## src/sv/ihre_pkg.sv

```systemverilog
// ============================================================================
// ihre_pkg
// Types, constants and character helpers of the Intel HEX record encoder.
// ============================================================================
package ihre_pkg;

  // Data bytes gathered into one data record.
  localparam int REC_BYTES = 16;
  localparam int FILL_W    = $clog2(REC_BYTES + 1);
  localparam int ADDR_W    = (REC_BYTES > 1) ? $clog2(REC_BYTES) : 1;

  localparam int BYTE_W = 8;
  localparam int CHAR_W = 7;
  localparam int IDX_W  = 4;

  localparam logic [CHAR_W-1:0] CHR_COLON = 7'h3A;
  localparam logic [CHAR_W-1:0] CHR_NL    = 7'h0A;
  localparam logic [CHAR_W-1:0] CHR_ZERO  = 7'h30;
  localparam logic [CHAR_W-1:0] CHR_ONE   = 7'h31;
  localparam logic [CHAR_W-1:0] CHR_TWO   = 7'h32;
  localparam logic [CHAR_W-1:0] CHR_FOUR  = 7'h34;
  localparam logic [CHAR_W-1:0] CHR_F     = 7'h46;

  // Byte count plus record type of an extended linear address record.
  localparam logic [7:0] SEG_HDR_SUM = 8'h06;

  // Last character position of each record part.
  localparam logic [IDX_W-1:0] SEG_LAST  = 4'd15;
  localparam logic [IDX_W-1:0] HDR_LAST  = 4'd8;
  localparam logic [IDX_W-1:0] TAIL_LAST = 4'd2;
  localparam logic [IDX_W-1:0] EOF_LAST  = 4'd11;

  typedef enum logic [2:0] {
    ST_IDLE,
    ST_SEG,
    ST_DHDR,
    ST_DHI,
    ST_DLO,
    ST_DTAIL,
    ST_EOF
  } ihre_state_t;

  // Upper-case hex digit of one nibble.
  function automatic logic [CHAR_W-1:0] hex_char(input logic [3:0] nib);
    if (nib < 4'd10) begin
      return CHR_ZERO + CHAR_W'(nib);
    end else begin
      return 7'h37 + CHAR_W'(nib);
    end
  endfunction

  // Fixed text ":02000004" that opens an extended linear address record.
  function automatic logic [CHAR_W-1:0] seg_prefix_char(input logic [IDX_W-1:0] idx);
    case (idx) inside
      4'd0:          return CHR_COLON;
      4'd2:          return CHR_TWO;
      4'd8:          return CHR_FOUR;
      4'd1, [4'd3:4'd7]: return CHR_ZERO;
      default:       return CHR_ZERO;
    endcase
  endfunction

  // Fixed text ":00000001FF" of the end-of-file record.
  function automatic logic [CHAR_W-1:0] eof_char(input logic [IDX_W-1:0] idx);
    case (idx) inside
      4'd0:          return CHR_COLON;
      4'd8:          return CHR_ONE;
      [4'd9:4'd10]:  return CHR_F;
      [4'd1:4'd7]:   return CHR_ZERO;
      default:       return CHR_NL;
    endcase
  endfunction

endpackage

```

## src/sv/ihre_ram.sv

```systemverilog
// ============================================================================
// ihre_ram
// Generic single-write, single-read RAM with a registered read port.
// ============================================================================
module ihre_ram #(
  parameter int WIDTH = 8,
  parameter int DEPTH = 16
) (
  input  logic                                        clk,
  input  logic                                        we,
  input  logic [((DEPTH > 1) ? $clog2(DEPTH) : 1)-1:0] waddr,
  input  logic [WIDTH-1:0]                            wdata,
  input  logic                                        re,
  input  logic [((DEPTH > 1) ? $clog2(DEPTH) : 1)-1:0] raddr,
  output logic [WIDTH-1:0]                            rdata
);

  logic [WIDTH-1:0] mem [DEPTH];
  logic [WIDTH-1:0] rdata_r;

  always_ff @(posedge clk) begin
    if (we) begin
      mem[waddr] <= wdata;
    end
    if (re) begin
      rdata_r <= mem[raddr];
    end
  end

  assign rdata = rdata_r;

endmodule

```

## src/sv/intel_hex_record_encoder_unit.sv

```systemverilog
// ============================================================================
// intel_hex_record_encoder_unit
// Turns a byte stream into Intel HEX text, one ASCII character per transfer.
// ============================================================================
// Usage: image bytes arrive on the in_ channel in address order from zero,
// the final one flagged by in_is_last. The out_ channel delivers the record
// text one character per transfer; out_run_last marks the final character
// caused by an input byte and out_image_done the newline of the end-of-file
// record. The input transfer of a byte opens the records it closes: an
// extended linear address record (16 characters) at each 64 KiB segment
// start, a data record (12 + 2*count characters) when the buffer fills, the
// segment ends or the last byte comes, and the end-of-file record
// (12 characters) after the last byte. Once a byte opens records, the
// sequencer loads its first character into the output register; then
// one character leaves per cycle while out_stall is low. in_stall stays
// high until the final character has been handed to the output register.
// The character rate is set by the single output register and by the
// record buffer RAM, which is read one byte per two characters. A byte
// that closes no record leaves the sequencer idle and gives no transfer.
// A stalled receiver simply freezes the sequencer; nothing is lost.
// Synchronous reset returns the block to the start of an empty image and
// empties the output register.
// ============================================================================
module intel_hex_record_encoder_unit (
  input  logic                         clk,
  input  logic                         rst_n,
  input  logic                         in_valid,
  output logic                         in_stall,
  input  logic [ihre_pkg::BYTE_W-1:0]  in_data_byte,
  input  logic                         in_is_last,
  output logic                         out_valid,
  input  logic                         out_stall,
  output logic [ihre_pkg::CHAR_W-1:0]  out_ascii_char,
  output logic                         out_run_last,
  output logic                         out_image_done,
  output logic                         out_overflow
);

  import ihre_pkg::*;

  // Sequencer state and character position within the current record part.
  ihre_state_t         state_r, state_nxt;
  logic [IDX_W-1:0]    idx_r, idx_nxt;
  logic [FILL_W-1:0]   bidx_r, bidx_nxt;
  logic [BYTE_W-1:0]   byte_r, byte_nxt;

  // Running image state.
  logic [FILL_W-1:0]   fill_r, fill_nxt;
  logic [15:0]         off_r, off_nxt;
  logic [15:0]         seg_r, seg_nxt;
  logic [7:0]          csum_r, csum_nxt;
  logic                ovf_r, ovf_nxt;
  logic                full_r, full_nxt;

  // Snapshot of the records that the accepted byte produces.
  logic [FILL_W-1:0]   rec_cnt_r, rec_cnt_nxt;
  logic [15:0]         rec_off_r, rec_off_nxt;
  logic [15:0]         rec_seg_r, rec_seg_nxt;
  logic [7:0]          rec_ck_r, rec_ck_nxt;
  logic [7:0]          seg_ck_r, seg_ck_nxt;
  logic                do_data_r, do_data_nxt;
  logic                do_eof_r, do_eof_nxt;
  logic                emit_ovf_r, emit_ovf_nxt;

  // Output register.
  logic                out_valid_r, out_valid_nxt;
  logic [CHAR_W-1:0]   out_char_r, out_char_nxt;
  logic                out_rl_r, out_rl_nxt;
  logic                out_done_r, out_done_nxt;
  logic                out_ovf_r, out_ovf_nxt;

  // Record buffer RAM ports.
  logic                ram_we;
  logic                ram_re;
  logic [ADDR_W-1:0]   ram_raddr;
  logic [BYTE_W-1:0]   ram_rdata;

  logic                in_accept;
  logic                emit_ok;
  logic [FILL_W-1:0]   fill_inc;
  logic [16:0]         off_sum;
  logic                close;
  logic                seg_start;
  logic [7:0]          csum_new;
  logic [7:0]          cnt8;
  logic [7:0]          rec_cnt8;
  logic [7:0]          data_ck;
  logic [7:0]          seg_ck;
  logic [CHAR_W-1:0]   char_c;
  logic                rl_c;
  logic                done_c;
  logic                emit;

  ihre_ram #(
    .WIDTH (BYTE_W),
    .DEPTH (REC_BYTES)
  ) u_buf (
    .clk   (clk),
    .we    (ram_we),
    .waddr (fill_r[ADDR_W-1:0]),
    .wdata (in_data_byte),
    .re    (ram_re),
    .raddr (ram_raddr),
    .rdata (ram_rdata)
  );

  // The block takes a byte only while the sequencer is idle.
  assign in_stall  = (state_r != ST_IDLE);
  assign in_accept = in_valid && !in_stall;
  // A new character may enter the output register when it is empty or drains.
  assign emit_ok   = !out_valid_r || !out_stall;

  // Record bookkeeping for the byte on the input.
  assign fill_inc  = fill_r + FILL_W'(1);
  assign off_sum   = {1'b0, off_r} + 17'(fill_inc);
  assign close     = (fill_inc == FILL_W'(REC_BYTES)) || off_sum[16] || in_is_last;
  assign seg_start = (fill_r == '0) && (off_r == '0);
  assign csum_new  = csum_r + in_data_byte;
  assign cnt8      = 8'(fill_inc);
  assign data_ck   = 8'h00 - (cnt8 + off_r[15:8] + off_r[7:0] + csum_new);
  assign seg_ck    = 8'h00 - (SEG_HDR_SUM + seg_r[15:8] + seg_r[7:0]);
  // Byte count field of the data record being sent.
  assign rec_cnt8  = 8'(rec_cnt_r);

  always_ff @(posedge clk) begin
    if (!rst_n) begin
      state_r     <= ST_IDLE;
      idx_r       <= '0;
      bidx_r      <= '0;
      fill_r      <= '0;
      off_r       <= '0;
      seg_r       <= '0;
      csum_r      <= '0;
      ovf_r       <= 1'b0;
      full_r      <= 1'b0;
      do_data_r   <= 1'b0;
      do_eof_r    <= 1'b0;
      emit_ovf_r  <= 1'b0;
      out_valid_r <= 1'b0;
    end else begin
      state_r     <= state_nxt;
      idx_r       <= idx_nxt;
      bidx_r      <= bidx_nxt;
      fill_r      <= fill_nxt;
      off_r       <= off_nxt;
      seg_r       <= seg_nxt;
      csum_r      <= csum_nxt;
      ovf_r       <= ovf_nxt;
      full_r      <= full_nxt;
      do_data_r   <= do_data_nxt;
      do_eof_r    <= do_eof_nxt;
      emit_ovf_r  <= emit_ovf_nxt;
      out_valid_r <= out_valid_nxt;
    end
  end

  // Payload registers carry no reset.
  always_ff @(posedge clk) begin
    byte_r     <= byte_nxt;
    rec_cnt_r  <= rec_cnt_nxt;
    rec_off_r  <= rec_off_nxt;
    rec_seg_r  <= rec_seg_nxt;
    rec_ck_r   <= rec_ck_nxt;
    seg_ck_r   <= seg_ck_nxt;
    out_char_r <= out_char_nxt;
    out_rl_r   <= out_rl_nxt;
    out_done_r <= out_done_nxt;
    out_ovf_r  <= out_ovf_nxt;
  end

  always_comb begin
    state_nxt    = state_r;
    idx_nxt      = idx_r;
    bidx_nxt     = bidx_r;
    byte_nxt     = byte_r;
    fill_nxt     = fill_r;
    off_nxt      = off_r;
    seg_nxt      = seg_r;
    csum_nxt     = csum_r;
    ovf_nxt      = ovf_r;
    full_nxt     = full_r;
    rec_cnt_nxt  = rec_cnt_r;
    rec_off_nxt  = rec_off_r;
    rec_seg_nxt  = rec_seg_r;
    rec_ck_nxt   = rec_ck_r;
    seg_ck_nxt   = seg_ck_r;
    do_data_nxt  = do_data_r;
    do_eof_nxt   = do_eof_r;
    emit_ovf_nxt = emit_ovf_r;
    ram_we       = 1'b0;
    ram_re       = 1'b0;
    ram_raddr    = bidx_r[ADDR_W-1:0];
    char_c       = CHR_NL;
    rl_c         = 1'b0;
    done_c       = 1'b0;
    emit         = 1'b0;

    case (state_r)
      ST_IDLE: begin
        if (in_accept) begin
          // Overflow is reported on every character of this byte's records.
          emit_ovf_nxt = ovf_r || full_r;
          do_eof_nxt   = in_is_last;
          idx_nxt      = '0;
          bidx_nxt     = '0;
          if (full_r) begin
            // Address space exhausted: the byte is dropped.
            ovf_nxt     = 1'b1;
            do_data_nxt = 1'b0;
            state_nxt   = in_is_last ? ST_EOF : ST_IDLE;
          end else begin
            ram_we      = 1'b1;
            rec_seg_nxt = seg_r;
            seg_ck_nxt  = seg_ck;
            rec_off_nxt = off_r;
            rec_cnt_nxt = fill_inc;
            rec_ck_nxt  = data_ck;
            do_data_nxt = close;
            csum_nxt    = csum_new;
            fill_nxt    = fill_inc;
            if (close) begin
              fill_nxt = '0;
              csum_nxt = '0;
              if (off_sum[16]) begin
                off_nxt = '0;
                if (seg_r == 16'hFFFF) begin
                  full_nxt = 1'b1;
                end else begin
                  seg_nxt = seg_r + 16'd1;
                end
              end else begin
                off_nxt = off_sum[15:0];
              end
            end
            if (seg_start) begin
              state_nxt = ST_SEG;
            end else if (close) begin
              state_nxt = ST_DHDR;
            end else begin
              state_nxt = ST_IDLE;
            end
          end
          // The end of an image puts the running state back to its start.
          if (in_is_last) begin
            fill_nxt = '0;
            off_nxt  = '0;
            seg_nxt  = '0;
            csum_nxt = '0;
            ovf_nxt  = 1'b0;
            full_nxt = 1'b0;
          end
        end
      end

      ST_SEG: begin
        case (idx_r) inside
          [4'd0:4'd8]: char_c = seg_prefix_char(idx_r);
          4'd9:        char_c = hex_char(rec_seg_r[15:12]);
          4'd10:       char_c = hex_char(rec_seg_r[11:8]);
          4'd11:       char_c = hex_char(rec_seg_r[7:4]);
          4'd12:       char_c = hex_char(rec_seg_r[3:0]);
          4'd13:       char_c = hex_char(seg_ck_r[7:4]);
          4'd14:       char_c = hex_char(seg_ck_r[3:0]);
          default:     char_c = CHR_NL;
        endcase
        if (emit_ok) begin
          emit    = 1'b1;
          idx_nxt = idx_r + IDX_W'(1);
          if (idx_r == SEG_LAST) begin
            idx_nxt = '0;
            rl_c    = !do_data_r && !do_eof_r;
            if (do_data_r) begin
              state_nxt = ST_DHDR;
            end else if (do_eof_r) begin
              state_nxt = ST_EOF;
            end else begin
              state_nxt = ST_IDLE;
            end
          end
        end
      end

      ST_DHDR: begin
        case (idx_r) inside
          4'd0:        char_c = CHR_COLON;
          4'd1:        char_c = hex_char(rec_cnt8[7:4]);
          4'd2:        char_c = hex_char(rec_cnt8[3:0]);
          4'd3:        char_c = hex_char(rec_off_r[15:12]);
          4'd4:        char_c = hex_char(rec_off_r[11:8]);
          4'd5:        char_c = hex_char(rec_off_r[7:4]);
          4'd6:        char_c = hex_char(rec_off_r[3:0]);
          default:     char_c = CHR_ZERO;
        endcase
        if (emit_ok) begin
          emit    = 1'b1;
          idx_nxt = idx_r + IDX_W'(1);
          if (idx_r == HDR_LAST) begin
            // Fetch the first data byte while the record type goes out.
            idx_nxt   = '0;
            ram_re    = 1'b1;
            ram_raddr = '0;
            state_nxt = ST_DHI;
          end
        end
      end

      ST_DHI: begin
        char_c = hex_char(ram_rdata[7:4]);
        if (emit_ok) begin
          emit      = 1'b1;
          byte_nxt  = ram_rdata;
          // Prefetch the next byte; the read data holds until it is needed.
          ram_re    = 1'b1;
          ram_raddr = ADDR_W'(bidx_r + FILL_W'(1));
          state_nxt = ST_DLO;
        end
      end

      ST_DLO: begin
        char_c = hex_char(byte_r[3:0]);
        if (emit_ok) begin
          emit     = 1'b1;
          bidx_nxt = bidx_r + FILL_W'(1);
          if ((bidx_r + FILL_W'(1)) == rec_cnt_r) begin
            state_nxt = ST_DTAIL;
          end else begin
            state_nxt = ST_DHI;
          end
        end
      end

      ST_DTAIL: begin
        case (idx_r) inside
          4'd0:    char_c = hex_char(rec_ck_r[7:4]);
          4'd1:    char_c = hex_char(rec_ck_r[3:0]);
          default: char_c = CHR_NL;
        endcase
        if (emit_ok) begin
          emit    = 1'b1;
          idx_nxt = idx_r + IDX_W'(1);
          if (idx_r == TAIL_LAST) begin
            idx_nxt   = '0;
            rl_c      = !do_eof_r;
            state_nxt = do_eof_r ? ST_EOF : ST_IDLE;
          end
        end
      end

      ST_EOF: begin
        char_c = eof_char(idx_r);
        if (emit_ok) begin
          emit    = 1'b1;
          idx_nxt = idx_r + IDX_W'(1);
          if (idx_r == EOF_LAST) begin
            idx_nxt   = '0;
            rl_c      = 1'b1;
            done_c    = 1'b1;
            state_nxt = ST_IDLE;
          end
        end
      end

      default: begin
        state_nxt = ST_IDLE;
      end
    endcase

    // Output register: load on emit, clear once the character is taken.
    out_valid_nxt = out_valid_r && out_stall;
    out_char_nxt  = out_char_r;
    out_rl_nxt    = out_rl_r;
    out_done_nxt  = out_done_r;
    out_ovf_nxt   = out_ovf_r;
    if (emit) begin
      out_valid_nxt = 1'b1;
      out_char_nxt  = char_c;
      out_rl_nxt    = rl_c;
      out_done_nxt  = done_c;
      out_ovf_nxt   = emit_ovf_r;
    end
  end

  assign out_valid      = out_valid_r;
  assign out_ascii_char = out_char_r;
  assign out_run_last   = out_rl_r;
  assign out_image_done = out_done_r;
  assign out_overflow   = out_ovf_r;

endmodule

```

## config.mk

```make
export PLATFORM = sky130hd
export DESIGN_NAME = intel_hex_record_encoder_unit
export DESIGN_NICKNAME = d
export VERILOG_FILES = /design/src/sv/ihre_pkg.sv /design/src/sv/ihre_ram.sv /design/src/sv/intel_hex_record_encoder_unit.sv
export SDC_FILE = /design/constraint.sdc
export NUM_CORES = 1
export LEC_CHECK = 0
export BUFFER_PORTS_ARGS = -buffer_cell sky130_fd_sc_hd__clkbuf_2
export CORE_UTILIZATION = 41
export CTS_BUF_LIST = sky130_fd_sc_hd__clkbuf_4
export CTS_CLUSTER_SIZE = 14
export DETAILED_ROUTE_END_ITERATION = 6
export PLACE_DENSITY = 0.58
export SYNTH_ARGS = -nofsm -noshare
export SYNTH_HDL_FRONTEND = slang
export SYNTH_SLANG_ARGS = --single-unit
```

## constraint.sdc

```tcl
create_clock -name clk -period 6.01 [get_ports clk]
set_input_delay 0.601 -clock clk [delete_from_list [all_inputs] [get_ports clk]]
set_output_delay 0.601 -clock clk [all_outputs]
set_load 0.01 [all_outputs]
```

# == Word-level counts from Yosys, hierarchy flattened ==
# Memories as Yosys holds them, arrays and structs flattened. A register that Yosys moved wholly into a read port is not among the register bits.
# Index checks and enable logic that the tools add are counted.
# totals
out_inout_bits,12
elab_cells,282
n_memories,1
ram_bits,128
ff_bits,130
inputBits,13
# mem_list
memory,depth,width,rd,rd_ports_with_merged_regs,wr,line_no,text
u_buf.mem,16,8,1,1,1,ihre_ram.sv:18,logic [WIDTH-1:0] mem [DEPTH];
# op_classes
n_mux,117
eq_ne,36
n_addsub,45
bitwise,1
n_lt_le_gt_ge,22
n_reduce_logical,37
# op_table
op,count
$mux W7,35
$add A6 B4 Y7 const A,30
$mux W16,9
$lt A4 B4 Y1 const B,15
$mux W3,18
$mux W4,13
$pmux W7 S6,1
$add A8 B8 Y8,4
$eq A4 B4 Y1 const B,8
$ne A2 B2 Y1 const B,13
$mux W5,5
$mux W1,24
$mux W8,3
$pmux W3 S7,1
$pmux W4 S5,1
$add A16 B5 Y17,1
$add A16 B1 Y16 const B,1
$eq A16 B16 Y1 const B,1
$logic_not A16 Y1,1
$sub A1 B8 Y8 const A,2
$add A6 B1 Y7 const A,2
$eq A4 B3 Y1 const B,3
$reduce_and A3 Y1,4
$reduce_and A6 Y1,2
other kinds (36),61

# == Depth between registers and ports, before layout ==
# Gate-level depths: netlist of run 1.
# depth
depth_word,10
depth_mapped,17
mapped_depth_nobuf,17

# == Hierarchy ==
# Synthesis of run 1 repeated with hierarchy kept, for this count alone.
# hier_totals
cells_unflattened,1306
hier_area_um2,14606.5
# by_module_without_submodules
mod,area_each_um2,cells_each,seq_area_each_um2,n_inst
intel_hex_record_encoder_unit,9379.0,1077,3273.1,1
ihre_ram,5227.5,229,4083.9,1

# == Least setup slack after synthesis of run 1 ==
# Ideal clock, no wire load.
# synth_timing
path_type,register to register
startpoint,reg state_r[2]
endpoint,"mem u_buf.mem[2][0], enable pin"
period_less_slack_ns,4.738
path_buffers,1
arrival_time_ns,4.354
path_slack_ns,1.272
stages_incl_launch_ff,7
setup_ns,0.383
required_ns,5.627
path_cell_list,dfxtp_1 buf_2 nor3_1 nand2_1 nor2_1 nand2_1 nor3_1
# synth_via
elab_chain_cells,7
elab_cells_between_ends,8
classes_between,mux: 4; reduce/logical: 4
# synth_rtl
item,line_no,text
from (decl),intel_hex_record_encoder_unit.sv:42,"ihre_state_t state_r, state_nxt;"
from (signal assigned),intel_hex_record_encoder_unit.sv:141,state_r <= state_nxt;
$reduce_bool A3 Y1,intel_hex_record_encoder_unit.sv:108,assign in_stall = (state_r != ST_IDLE);
$logic_not A1 Y1,intel_hex_record_encoder_unit.sv:109,assign in_accept = in_valid && !in_stall;
$logic_and A1 B1 Y1,intel_hex_record_encoder_unit.sv:109,
$mux W1,intel_hex_record_encoder_unit.sv:200,if (in_accept) begin
$mux W1 (*),intel_hex_record_encoder_unit.sv:198,case (state_r)
via ram_we,intel_hex_record_encoder_unit.sv:73,logic ram_we;
$mux W1 (*),ihre_ram.sv:22,if (we) begin
$mux W1 (not written as such) (*),ihre_ram.sv:23,mem[waddr] <= wdata;
to (decl),ihre_ram.sv:18,
# The timed path passes the listed nets; every way through them passes the cells marked *.

# == Worst setup path in the final report of run 1 ==
# layout_timing
startpoint,reg csum_r[0]
endpoint,"reg rec_ck_r[7], data pin"
# layout_via
elab_chain_cells,3
# layout_rtl
item,line_no,text
from (decl),intel_hex_record_encoder_unit.sv:51,"logic [7:0] csum_r, csum_nxt;"
from (signal assigned),intel_hex_record_encoder_unit.sv:147,csum_r <= csum_nxt;
$add A8 B8 Y8,intel_hex_record_encoder_unit.sv:118,assign csum_new = csum_r + in_data_byte;
$add A8 B8 Y8,intel_hex_record_encoder_unit.sv:120,assign data_ck = 8'h00 - (cnt8 + off_r[15:8] + off_r[7:0] + csum_new);
$sub A1 B8 Y8,intel_hex_record_encoder_unit.sv:120,
via data_ck[7],intel_hex_record_encoder_unit.sv:87,logic [7:0] data_ck;
to (signal assigned),intel_hex_record_encoder_unit.sv:163,rec_ck_r <= rec_ck_nxt;
to (decl),intel_hex_record_encoder_unit.sv:59,"logic [7:0] rec_ck_r, rec_ck_nxt;"
# The timed path passes the listed nets, and every way through them passes these cells.
# A chain may end at the register's enable or synchronous reset.

==> run_results.csv, run 1 <==
group,metric,value,unit
critical_path,critPathLaunchType,"flip-flop",
synthesis,ys_warn_count,0,
place,dpl-instance-area,0.0157,mm2
global_routing,grt_first_pass_wirelength,66700,um
critical_path,worst_r2r_startpoint,"csum_r[0]",
power_and_ir_drop,peak_supply_drop,0.152,mV
global_routing,number_of_antenna_violations_at_the_first_check_in_global_routing,2,
global_routing,grt_use_total,22.9,%
critical_path,required,6.47,ns
synthesis,synth-edff-count,203,
critical_path,kind_of_critical_path,"flip-flop to flip-flop",
cts,hold_bufs_inserted_after_cts,0,
synthesis,ys_seq_area_share,48.5,%
global_routing,vias_in_the_first_global_route,11821,
sta,rsz0062_at_grt,"false",
cts,clk-insertion-delay-late,0.79,ns
cts,worst_setup_hold_path_clk_slew,0.06,ns
synthesis,synthesis.instances,1520,
die,io_pins,25,
critical_path,critical_path.endpoint_type,"flip-flop",
power_and_ir_drop,power.static_leakage,5.90,nW
sta,fin_skew,0.0871,ns
drt,detail_route.wl_per_cell,20.7,um
cts,cts.repair.resized,0,
die,initial_utilization,41.6,%
critical_path,cpLargestDelayFamily,"adder cells",
flow_run,cap_violations,0,
sta,final-setup-viol-count,0,
critical_path,crit_arrival,4.52,ns
synthesis,synth_fp_nets,1613,
critical_path,max_stage_delay,0.47,ns
synthesis,syn-cell-area,0.0152,mm2
finish,layout-drive-gt1-share,11.5,%
synthesis,top_cell_type_by_total_area_after_synthesis,"sky130_fd_sc_hd__edfxtp_1",
drt,post_drt_via_cell_ratio,5.95,
synthesis,post_synth.cell_area_avg,9.99,um2
drt,wirelength,43000,um
drt,num_vias,12356,
cts,cts_htree_levels,3,
drt,detailedRoute.firstPassIterationCount,6,
sta,hold_ws,0.291,ns
critical_path,reg2reg_setup_slack,1.95,ns
drt,detail-route-antenna-nets,0,
die,die_w,194,um
sta,maxSlewHeadroom,32.2,%
finish,filler_cell_count,3457,
critical_path,critical_path_depth,13,
critical_path,path_buf_inv,0,
sta,final_max_slew_viol_count,0,
drt,first_iter_violations,1026,
critical_path,r2r-end,"rec_ck_r[7]",
die,rows,70,
finish,final_area,0.0166,mm2
synthesis,synth_cell_types,79,
min_path,hold_end,"u_buf.mem[15][0]",
place,gp_congestion,0.937,
sta,max_freq,247,MHz
die,dieArea,0.0378,mm2
synthesis,async_reset_ff_share,0,%
place,port_buffers,24,
sta,worst_pin_slew,1.01,ns
power_and_ir_drop,p_per_area,352,mW/mm2
cts,post_cts_setup_repair_buffer_count,0,
finish,layout.nets,1645,
critical_path,crit_slowest_cell,"sky130_fd_sc_hd__fa_1",
die,placeableCoreArea,0.0365,mm2
cts,tritoncts,"built",
sta,period_needed,4.06,ns
place,hpwlAfterDp,29300,um
synthesis,synth_area_leaders,"sky130_fd_sc_hd__edfxtp_1 40%, sky130_fd_sc_hd__dfxtp_1 8.3%, sky130_fd_sc_hd__ha_1 5.4%",
sta,setup_tns,0,ns
cts,clockBufferDepth,3,
critical_path,worst-path-max-fanout,3,
critical_path,critical_path_cell_sequence,"ha_1 -> fa_1 -> a21o_1 -> a21oi_1 -> xnor2_1 -> fa_1 -> fa_1 -> ha_1 -> ha_1 -> a21oi_1 -> o21ai_0 -> xnor2_1 -> xnor2_1",
synthesis,synth_top_area_share,40.2,%
die,die_height,194,um
finish,finalCoreUtilization,45.5,%
sta,final_min_period_over_clock_period,67.5,%
synthesis,ys_ff_latch,266,
drt,drt_drc_violations_left,0,
finish,area.growth.synth_to_final,9.54,%
cts,clock-root-buffer,"sky130_fd_sc_hd__clkbuf_4",
global_routing,pin_count_of_the_biggest_net_entering_global_routing,69,
cts,cts.sinks,266,
outcome,result_of_the_run,"complete, no violations",
min_path,worstHoldPathType,"input pin to flip-flop",
synthesis,synth_ff_type,"sky130_fd_sc_hd__edfxtp_1",
min_path,worstHoldPathCells,1,
critical_path,worstRegToRegCells,13,
cts,numCtsBuffers,73,
sta,finalHoldViolations,0,
global_routing,grt-ovfl-total,0,
min_path,hp-start,"in_data_byte[0]",
==> worst max path at each step <==
stage	slack, ns	to	startpoint
after floorplan	1.27	u_buf.mem[2][0]	state_r[2]
after global placement	1.42	rec_ck_r[7]	in_data_byte[0]
after detailed placement	1.38	rec_ck_r[7]	in_data_byte[0]
after CTS	1.93	rec_ck_r[7]	csum_r[0]
after global routing	1.64	off_r[2]	fill_r[2]
final	1.95	rec_ck_r[7]	csum_r[0]
==> routing by layer <==
metal	GRT usage, %	wire, um
met4	8.94	1100
met3	4.72	3080
met5	0	0
met1	30.8	19200
met2	36.0	19600
==> area by class of cell <==
cell class	instances	area, um2	share of cell area [%]
Antenna cell	5	12.5	0.0753
Clock buffer	109	818	4.92
Clock inverter	16	118	0.707
Inverter	108	405	2.44
Multi-Input combinational cell	1065	7100	42.7
Sequential cell	266	7360	44.3
Tap cell	468	586	3.52
Timing Repair Buffer	38	225	1.35
==> cell families (layout without fill, tap and decap cells) <==
logic type,count (synthesis),after routing,synth area share [%]
adders and majority gates,80,80,7.34
other,0,5,0
xor gates and xnor gates,69,69,3.98
muxes,15,15,1.06
AOI/OAI and AO/OA,479,479,20.3
DFF,266,266,48.5
buffers and inverters,189,271,5.00
and+or+nand+nor,422,422,13.9
==> worst reg2reg max path, cell delays in order, from the launching register on <==
cell	delay (ns)
sky130_fd_sc_hd__dfxtp_1	0.31
sky130_fd_sc_hd__ha_1	0.21
sky130_fd_sc_hd__fa_1	0.40
sky130_fd_sc_hd__a21o_1	0.19
sky130_fd_sc_hd__a21oi_1	0.23
sky130_fd_sc_hd__xnor2_1	0.19
sky130_fd_sc_hd__fa_1	0.47
sky130_fd_sc_hd__fa_1	0.47
sky130_fd_sc_hd__ha_1	0.31
sky130_fd_sc_hd__ha_1	0.34
sky130_fd_sc_hd__a21oi_1	0.22
sky130_fd_sc_hd__o21ai_0	0.14
sky130_fd_sc_hd__xnor2_1	0.15
sky130_fd_sc_hd__xnor2_1	0.13
==> cell usage after synthesis, types with 6 or more instances <==
cell and count:
sky130_fd_sc_hd__a221oi_1 18, sky130_fd_sc_hd__inv_1 105, sky130_fd_sc_hd__xnor2_1 54, sky130_fd_sc_hd__nand3_1 50, sky130_fd_sc_hd__a21oi_1 130, sky130_fd_sc_hd__nor2_1 122, sky130_fd_sc_hd__buf_1 7, sky130_fd_sc_hd__mux2_2 8
sky130_fd_sc_hd__or3_1 7, sky130_fd_sc_hd__nor3_1 32, sky130_fd_sc_hd__a32oi_1 9, sky130_fd_sc_hd__a22oi_1 8, sky130_fd_sc_hd__o22ai_1 112, sky130_fd_sc_hd__a31oi_1 12, sky130_fd_sc_hd__nand4_1 10, sky130_fd_sc_hd__nand2_1 105
sky130_fd_sc_hd__fa_1 15, sky130_fd_sc_hd__nor4_1 7, sky130_fd_sc_hd__o221ai_1 14, sky130_fd_sc_hd__o211ai_1 8, sky130_fd_sc_hd__edfxtp_1 203, sky130_fd_sc_hd__nand3b_1 6, sky130_fd_sc_hd__xor2_1 15, sky130_fd_sc_hd__and3_1 8
sky130_fd_sc_hd__nand2b_1 6, sky130_fd_sc_hd__ha_1 65, sky130_fd_sc_hd__and2_1 16, sky130_fd_sc_hd__o21ai_0 64, sky130_fd_sc_hd__clkbuf_1 51, sky130_fd_sc_hd__nor4b_1 6, sky130_fd_sc_hd__mux2i_1 7, sky130_fd_sc_hd__and4b_1 7
sky130_fd_sc_hd__buf_2 18, sky130_fd_sc_hd__o22a_1 10, sky130_fd_sc_hd__a211oi_1 20, sky130_fd_sc_hd__nor2b_1 13, sky130_fd_sc_hd__a21o_1 20, sky130_fd_sc_hd__dfxtp_1 63
==> metrics by stage <==
| stage | worst slack, ns | std cells | power, mW |
|---|---|---|---|
| 3_3_place_gp | 1.42 | 1945 | 4.18 |
| 6_report | 1.95 | 2075 | 5.85 |
| 5_1_grt | 1.64 | 2074 | 6.19 |
| 4_1_cts | 1.93 | 2070 | 5.88 |
| 2_1_floorplan | 1.27 | 1520 | 3.66 |
| 3_5_place_dp | 1.38 | 1945 | 4.20 |
==> flip-flops by register name (all words and copies together) (netlist names), 4 cells and up <==
register        cells
rec_cnt_r           5
rec_ck_r            8
fill_r              5
csum_r              8
u_buf.rdata         8
out_ascii_char      7
rec_seg_r          16
off_r              16
idx_r               4
seg_r              16
u_buf.mem         128
rec_off_r          16
bidx_r              5
seg_ck_r            8
byte_r              4
==> placed cells by master, fill, tap and decap left out, types with 8 or more instances in the layout <==
cell type                  instances
sky130_fd_sc_hd__a21o_1           20
sky130_fd_sc_hd__nor2b_1          13
sky130_fd_sc_hd__a221oi_1         18
sky130_fd_sc_hd__o22a_1           10
sky130_fd_sc_hd__o221ai_1         14
sky130_fd_sc_hd__clkbuf_2         24
sky130_fd_sc_hd__o21ai_0          63
sky130_fd_sc_hd__inv_1           105
sky130_fd_sc_hd__clkbuf_4        109
sky130_fd_sc_hd__nor2_1          121
sky130_fd_sc_hd__buf_4            14
sky130_fd_sc_hd__nor3_1           28
sky130_fd_sc_hd__xor2_1           15
sky130_fd_sc_hd__nand2_1         105
sky130_fd_sc_hd__o211ai_1          8
sky130_fd_sc_hd__a22oi_1           8
sky130_fd_sc_hd__nand3_1          50
sky130_fd_sc_hd__a32oi_1           9
sky130_fd_sc_hd__a21oi_1         130
sky130_fd_sc_hd__and2_1           16
sky130_fd_sc_hd__xnor2_1          54
sky130_fd_sc_hd__a211oi_1         20
sky130_fd_sc_hd__o22ai_1         112
sky130_fd_sc_hd__a31oi_1          12
sky130_fd_sc_hd__nand4_1          10
sky130_fd_sc_hd__fa_1             15
sky130_fd_sc_hd__and3_1            8
sky130_fd_sc_hd__mux2_2            8
sky130_fd_sc_hd__dfxtp_1          62
sky130_fd_sc_hd__clkinv_1         13
sky130_fd_sc_hd__edfxtp_1        203
sky130_fd_sc_hd__ha_1             65
==> report_power, final <==
group          total (mW)  leakage, nW  switching, mW  internal (mW)
sequential           2.41         2.37          0.173           2.23
combinational        1.78         2.98           1.17          0.605
clock                1.66        0.557          0.756          0.908
total                5.85         5.90           2.10           3.75
Note: power is estimated with default switching activity, not from simulation.
==> inputs of run 2 (changes only) <==
Settings changed: ABC_AREA set to 1.
Clock period 6.01 ns to 3.85 ns, I/O delays scaled along.
==> run_results.csv, run 2 <==
group,metric,value,unit
outcome,result_of_the_run,"complete, no violations",
synthesis,synth_most_common_cell,"sky130_fd_sc_hd__nand2_1",
die,dieArea,0.0376,mm2
finish,filler_cell_count,3507,
power_and_ir_drop,power.static_leakage,7.45,nW
drt,num_vias,12530,
die,initial_utilization,42.1,%
finish,fin_cells,2447,
synthesis,async_reset_ff_share,0,%
global_routing,grt-ovfl-total,0,
finish,multi_input_area,0.00659,mm2
critical_path,worst-path-max-fanout,2,
synthesis,synthesis.instances,1825,
global_routing,grt_use_total,20.8,%
cts,tritoncts,"built",
finish,final_area,0.0170,mm2
sta,rsz0062_at_grt,"false",
place,gp_congestion,0.893,
cts,cts.sinks,266,
finish,max_ffs_per_register,128,
finish,mostFrequentLayoutCells,"436 x sky130_fd_sc_hd__nand2_1, 258 x sky130_fd_sc_hd__inv_1, 219 x sky130_fd_sc_hd__nor2_1",
die,die_height,194,um
cts,post_cts_setup_repair_buffer_count,0,
sta,final_min_period_over_clock_period,94.6,%
place,place_inst,2309,
finish,top_register,"u_buf.mem",
sta,period_needed,3.64,ns
global_routing,grt_first_pass_wirelength,61800,um
cts,clk-insertion-delay-late,0.75,ns
critical_path,reg2reg_setup_slack,0.21,ns
place,hpwlAfterDp,28000,um
critical_path,critPathLaunchType,"flip-flop",
synthesis,post_synth.cell_area_avg,8.28,um2
critical_path,crit_arrival,4.13,ns
cts,hold_bufs_inserted_after_cts,0,
global_routing,vias_in_the_first_global_route,11814,
finish,area.growth.synth_to_final,12.4,%
drt,detailedRoute.firstPassIterationCount,5,
drt,detail-route-antenna-nets,0,
critical_path,kind_of_critical_path,"flip-flop to flip-flop",
synthesis,synth_area_leaders,"sky130_fd_sc_hd__edfxtp_1 40%, sky130_fd_sc_hd__nand2_1 11%, sky130_fd_sc_hd__dfxtp_1 8.3%",
finish,layout-drive-gt1-share,11.3,%
sta,finalHoldViolations,0,
cts,clock-root-buffer,"sky130_fd_sc_hd__clkbuf_4",
synthesis,synth_top_cells_by_count,"436 x sky130_fd_sc_hd__nand2_1, 258 x sky130_fd_sc_hd__inv_1, 220 x sky130_fd_sc_hd__nor2_1",
drt,drt_drc_violations_left,0,
synthesis,synth-edff-count,203,
cts,numCtsBuffers,76,
finish,layout.area.seq,0.00736,mm2
sta,maxSlewHeadroom,32.1,%
critical_path,critical_path.endpoint_type,"flip-flop",
finish,layout.nets,2019,
die,placeableCoreArea,0.0359,mm2
synthesis,synth_ff_type,"sky130_fd_sc_hd__edfxtp_1",
synthesis,synth_top_area_share,40.3,%
min_path,worstHoldPathType,"input pin to flip-flop",
synthesis,top_cell_type_by_total_area_after_synthesis,"sky130_fd_sc_hd__edfxtp_1",
die,io_pins,25,
die,rows,69,
synthesis,ys_warn_count,0,
synthesis,syn-cell-area,0.0151,mm2
place,port_buffers,24,
flow_run,cap_violations,0,
synthesis,ys_seq_area_share,48.7,%
global_routing,number_of_antenna_violations_at_the_first_check_in_global_routing,1,
power_and_ir_drop,peak_supply_drop,0.288,mV
drt,post_drt_via_cell_ratio,5.12,
die,die_w,194,um
critical_path,required,4.34,ns
power_and_ir_drop,p_per_area,539,mW/mm2
cts,clockBufferDepth,3,
cts,worst_setup_hold_path_clk_slew,0.06,ns
sta,fin_skew,0.0639,ns
synthesis,synth_cell_types,49,
sta,hold_ws,0.114,ns
drt,detail_route.wl_per_cell,15.9,um
sta,final_max_slew_viol_count,0,
drt,first_iter_violations,1034,
finish,most_common_cell_after_layout_fill_and_taps_aside,"sky130_fd_sc_hd__nand2_1",
global_routing,pin_count_of_the_biggest_net_entering_global_routing,65,
synthesis,ys_ff_latch,266,
sta,final-setup-viol-count,0,
cts,cts_htree_levels,3,
synthesis,synth_fp_nets,1918,
drt,wirelength,38900,um
sta,worst_pin_slew,1.01,ns
place,dpl-instance-area,0.0159,mm2
sta,max_freq,275,MHz
==> run 2: cell count changes after synthesis, moves of 16 or more <==
cell / change
sky130_fd_sc_hd__xor2_1: +16
sky130_fd_sc_hd__clkbuf_1: -41
sky130_fd_sc_hd__a221oi_1: -17
sky130_fd_sc_hd__o21ai_0: +34
sky130_fd_sc_hd__nand2_1: +331
sky130_fd_sc_hd__o22ai_1: -109
sky130_fd_sc_hd__inv_1: +153
sky130_fd_sc_hd__a21oi_1: -37
sky130_fd_sc_hd__nand3_1: +101
sky130_fd_sc_hd__a21o_1: -19
sky130_fd_sc_hd__nor2_1: +98
sky130_fd_sc_hd__xnor2_1: -44
==> run 2: cell families after synthesis <==
kind of cell | synth area share (%)
flip-flops | 48.7
XOR/XNOR | 2.38
buffers and inverters | 8.19
AND/OR/NAND/NOR | 25.0
AO/OA/AOI/OAI | 8.33
adder cells (fa/ha/maj) | 7.37
==> run 2: worst paths after layout <==
kind,start,endpoint,depth (start not counted)
max,csum_r[0],rec_ck_r[6],11
min,in_data_byte[3],u_buf.mem[8][3],2
max reg2reg,csum_r[0],rec_ck_r[6],11
min reg2reg,u_buf.rdata[2],byte_r[2],0
==> run 2: stage by stage <==
step,power (mW),setup slack [ns],TNS [ns],util [%]
4_1_cts,9.20,0.0277,0,47.2
3_3_place_gp,6.35,-0.259,-0.261,44.3
5_1_grt,9.77,0.0202,0,47.3
6_report,9.16,0.210,0,47.3
3_5_place_dp,6.42,-0.298,-0.394,44.3
2_1_floorplan,5.54,0.00758,0,-
==> run 2: final cells by class <==
type / count / area share, %
flip-flops and latches: 266 / 43.3
well taps: 461 / 3.40
inverters: 271 / 6.00
diodes: 1 / 0.0147
repair buffers: 60 / 2.52
clock buffers: 113 / 5.00
clock inverters: 24 / 0.965
multi-input cells: 1251 / 38.8
==> run 2: per-layer routing <==
metal  global-route usage, %  wire (um)  up-vias
li1                        -          -     6260
met1                    29.5      18700     5867
met2                    31.6      17100      347
met3                    3.93       2430       56
met4                    7.32        729        0
met5                       0          0        -
==> run 2: critical path, stage by stage (launching register included) <==
cell and delay (ns):
sky130_fd_sc_hd__dfxtp_1 0.35, sky130_fd_sc_hd__ha_2 0.21, sky130_fd_sc_hd__fa_2 0.46, sky130_fd_sc_hd__fa_1 0.41
sky130_fd_sc_hd__fa_1 0.50, sky130_fd_sc_hd__fa_1 0.51, sky130_fd_sc_hd__inv_1 0.05, sky130_fd_sc_hd__ha_1 0.22
sky130_fd_sc_hd__fa_1 0.38, sky130_fd_sc_hd__nand3_1 0.10, sky130_fd_sc_hd__nand3_1 0.08, sky130_fd_sc_hd__xor2_1 0.15
==> run 2: report_power, final <==
| part | switching [mW] | total (mW) | leakage, nW | internal [mW] |
|---|---|---|---|---|
| sequential | 0.285 | 3.87 | 2.37 | 3.58 |
| combinational | 1.66 | 2.56 | 4.48 | 0.898 |
| clock | 1.25 | 2.73 | 0.601 | 1.49 |
==> run 2: what timing repair did <==
action / CTS / global route
pin swaps: 0 / 4
endpoints found under the setup margin: 1 / 1
gates resized for setup: 3 / 4
gates cloned: 0 / 0
